===== src/hdl/block_range_minimum_query_defines.svh =====
// Assertion macros for the block range-minimum-query unit.
`ifndef BLOCK_RANGE_MINIMUM_QUERY_DEFINES_SVH
`define BLOCK_RANGE_MINIMUM_QUERY_DEFINES_SVH

// Same-cycle implication, sampled on clk, off while rst_n is low.
`define BRMQ_ASSERT_SAME(lbl, ante, cons, msg) \
    lbl: assert property (@(posedge clk) disable iff (!rst_n) (ante) |-> (cons)) \
        else $error(msg);

// Next-cycle implication, sampled on clk, off while rst_n is low.
`define BRMQ_ASSERT_NEXT(lbl, ante, cons, msg) \
    lbl: assert property (@(posedge clk) disable iff (!rst_n) (ante) |=> (cons)) \
        else $error(msg);

`endif


===== src/hdl/brmq_blkdiv.sv =====
// Registered block-number computation for two element indexes (divide by constant).
`default_nettype none

module brmq_blkdiv #(
    parameter int IDX_W   = 10,
    parameter int BLK_W   = 7,
    parameter int BLK_LEN = 8
) (
    input  wire logic             clk,
    input  wire logic [IDX_W-1:0] idx_a,
    input  wire logic [IDX_W-1:0] idx_b,
    output logic      [BLK_W-1:0] blk_a,
    output logic      [BLK_W-1:0] blk_b
);

    // floor(x / d) = (x * ceil(2^(N+l) / d)) >> (N+l), l = ceil(log2 d), exact for x < 2^N
    localparam int POS_W = $clog2(BLK_LEN);
    localparam int RSH   = IDX_W + POS_W;
    localparam int RC_W  = IDX_W + 1;
    localparam longint unsigned RECIP =
        ((64'd1 << RSH) + 64'(BLK_LEN) - 64'd1) / 64'(BLK_LEN);
    localparam int PR_W  = IDX_W + RC_W;

    logic [RC_W-1:0] recip;
    logic [PR_W-1:0] prod_a;
    logic [PR_W-1:0] prod_b;

    assign recip  = RC_W'(RECIP);
    assign prod_a = PR_W'(idx_a) * PR_W'(recip);
    assign prod_b = PR_W'(idx_b) * PR_W'(recip);

    always_ff @(posedge clk)
    begin
        blk_a <= prod_a[RSH +: BLK_W];
        blk_b <= prod_b[RSH +: BLK_W];
    end

endmodule

`default_nettype wire


===== config.mk =====
export PLATFORM = sky130hd
export DESIGN_NAME = brmq_blkdiv
export DESIGN_NICKNAME = d
export VERILOG_FILES = /design/src/hdl/block_range_minimum_query_defines.svh /design/src/hdl/brmq_blkdiv.sv
export SDC_FILE = /design/constraint.sdc
export NUM_CORES = 1
export LEC_CHECK = 0
export ABC_AREA = 1
export BUFFER_PORTS_ARGS = -buffer_cell sky130_fd_sc_hd__buf_2
export CORE_AREA = 3 3 40 42
export CTS_BUF_LIST = sky130_fd_sc_hd__clkbuf_4 sky130_fd_sc_hd__clkbuf_8
export CTS_CLUSTER_SIZE = 12
export DETAILED_ROUTE_END_ITERATION = 6
export DIE_AREA = 0 0 43 45
export GPL_TIMING_DRIVEN = 0
export PLACE_DENSITY = 0.61
export SYNTH_ARGS = -nofsm -noshare
export SYNTH_HDL_FRONTEND = slang
export SYNTH_SLANG_ARGS = --single-unit

===== constraint.sdc =====
create_clock -name clk -period 0.8 [get_ports clk]
set_input_delay 0.12 -clock clk [delete_from_list [all_inputs] [get_ports clk]]
set_output_delay 0.12 -clock clk [all_outputs]
set_load 0.01 [all_outputs]

==> run summary <==
Tot GR Track Use: 8.22%
Setup Viol. Count Final: 14
asr flop ratio synth: 0%
Multi-input comb cells: 0
vias in the first global route: 236
H-tree levels: 1
crit-path max cell delay: 320 ps
CTS tree: done
post-synth top area share: 100%
first-pass GRT wire length: 1.01 mm
Top delay family on crit path: flip-flops
final hold violations: 0
clock share of power: 28.3%
Crit. Startpoint: blk_a[1]
Static Leakage: 0.318 nW
Die Ht: 45 um
cell accounting for the most synthesized area: dfxtp_1
final setup margin: -18.1 ps
adder and majority gate portion of the synthesized area: 0%
Int Pwr: 0.00103 W
Total Die Area: 1940 um^2
Post-Syn Instances: 14
Finished Layout Cells: 74
routability cong.: 0.615
#FFs+latches synth: 14
Syn-to-layout area delta: 136%
ys flop type: dfxtp_1
Worst Path Buf+Inv: 1
Post-Syn Area: 280 um^2
Final Cycle Share: 102%
startpoint types: register
Critical Path, Cell by Cell: buf_6
sequential share of power: 58.9%
Peak VDD IR: 1.00 mV
CTS Buf Count: 3
Setup CP Type: reg -> out
minimum clock period: 818 ps
Clk pin slew, worst setup/hold paths: 70 ps
syn_nets: 35
router iterations before antenna repair: 1
maxcap violations: 0
CP Data Arrival Time: 700 ps
Avg Vias per Cell: 3.43
initial antenna violation count: 0
xor/xnor share of the synthesized area: 0%
Ys Warns: 0
hold_ws: 481 ps
worst slew pin tran: 72.8 ps
Switching Fraction: 19.4%
Synth Area in Compound Gates: 0%
status: finished, violations left
Setup Fix Bufs, Post-CTS: 0
Area after DPL: 439 um^2
WL/cell: 9.58 um
total gr overflow: 0
critical path depth: 1
Cells after DPL: 57
post-route cell area: 662 um^2
drt drc: 0
Clock Path Buffers: 2
routed vias: 254
I/O Buffers: 28
placement row count: 13
Detailed Route WL: 709 um
FF+latch area: 290 um^2
clock sink count: 14
Final Core Density: 51.5%
layout cells sized above 1: 66.1%
ranking of synthesized cells by area: dfxtp_1 (100%)
Initial Util: 21.8%
Root Driver: clkbuf_4
crit-path max FO: 1
Comb pwr share: 12.9%
multi-input gate area in the final layout: 0 um^2
Hold Path Class: in -> reg
RSZ-0062 raised after global routing: yes
Final Power: 0.00127 W
hold path depth: 2
Hold Startpoint: idx_a[3]
antenna viol nets, final: 0
core area: 1280 um^2
fill count: 121
Yosys cell types: 1
PwrDens: 1930 nW/um^2
sequential area share after synthesis: 100%
largest net degree at the start of global routing: 8
failing checks: negative setup slack
Ports: 35
number of flops mapped to enable cells by yosys: 0
ant diodes: 0
Synth top cells by count: dfxtp_1 (14)
FMAX: 1220 MHz
nets@finish: 82
Rel. slew slack: 95.1%
slowest library cell on the worst path: dfxtp_2
count leader, synth: dfxtp_1
Die W: 43 um
Avg Cell Area, Syn: 20.0 um^2
simple-gate share of the synthesized area: 0%
post-synthesis mux area share: 0%
Worst setup EP type: primary output
sw power: 0.000247 W
initial drt markers: 0
max-slew violations: 0
required time of the critical path: 680 ps
-- state kept, by name, summed over array words and instances (netlist names) --
signal  count
blk_a       7
blk_b       7
-- cells by family (layout without fill, tap and decap cells) --
kind of cell  Yosys count  count (layout)
buf+inv                 0              45
flops                  14              14
-- layout by cell type (no fill, tap or decap) --
cell type and count:
buf_2 20, buf_6 8, clkbuf_4 3, dfxtp_1 6, dfxtp_2 8, dlygate4sd3_1 14
-- layer usage --
metal	routed length (um)	GRT usage, %
met5	0	0
met4	0	9.04
met3	63	5.18
met2	352	11.1
met1	294	8.13
-- stage by stage --
step | TNS [ps] | setup WS [ps]
finish | -134 | -18.1
global route | -617 | -52.2
CTS | -381 | -36.8
detailed placement | 0 | 268
global placement | 0 | 271
floorplan | 0 | 349
-- timing repair --
item                                    CTS  global route
endpoints found under the setup margin   14            14
hold buffers                             14             0
gates resized for setup                   0            16
endpoints found under the hold margin    14             0
-- area by class of cell --
| type | count | area share (%) |
|---|---|---|
| clock buffer | 3 | 3.40 |
| tap | 15 | 2.84 |
| timing repair buffer | 42 | 49.9 |
| sequential | 14 | 43.9 |
-- power by group through the flow --
stage	Combinational, W	Clock [W]	Sequential, W
2_1_floorplan	0	0	0.000780
3_3_place_gp	0.0000885	0	0.000757
3_5_place_dp	0.0000902	0	0.000757
4_1_cts	0.000142	0.000385	0.000741
5_1_grt	0.000176	0.000410	0.000753
6_report	0.000164	0.000360	0.000750
-- final timing paths --
| kind | end | slack, ps |
|---|---|---|
| setup / recovery | blk_a[1] | -20 |
| hold / removal | blk_a[0] | 480 |
No activity file was read; power rests on OpenSTA's default activity.
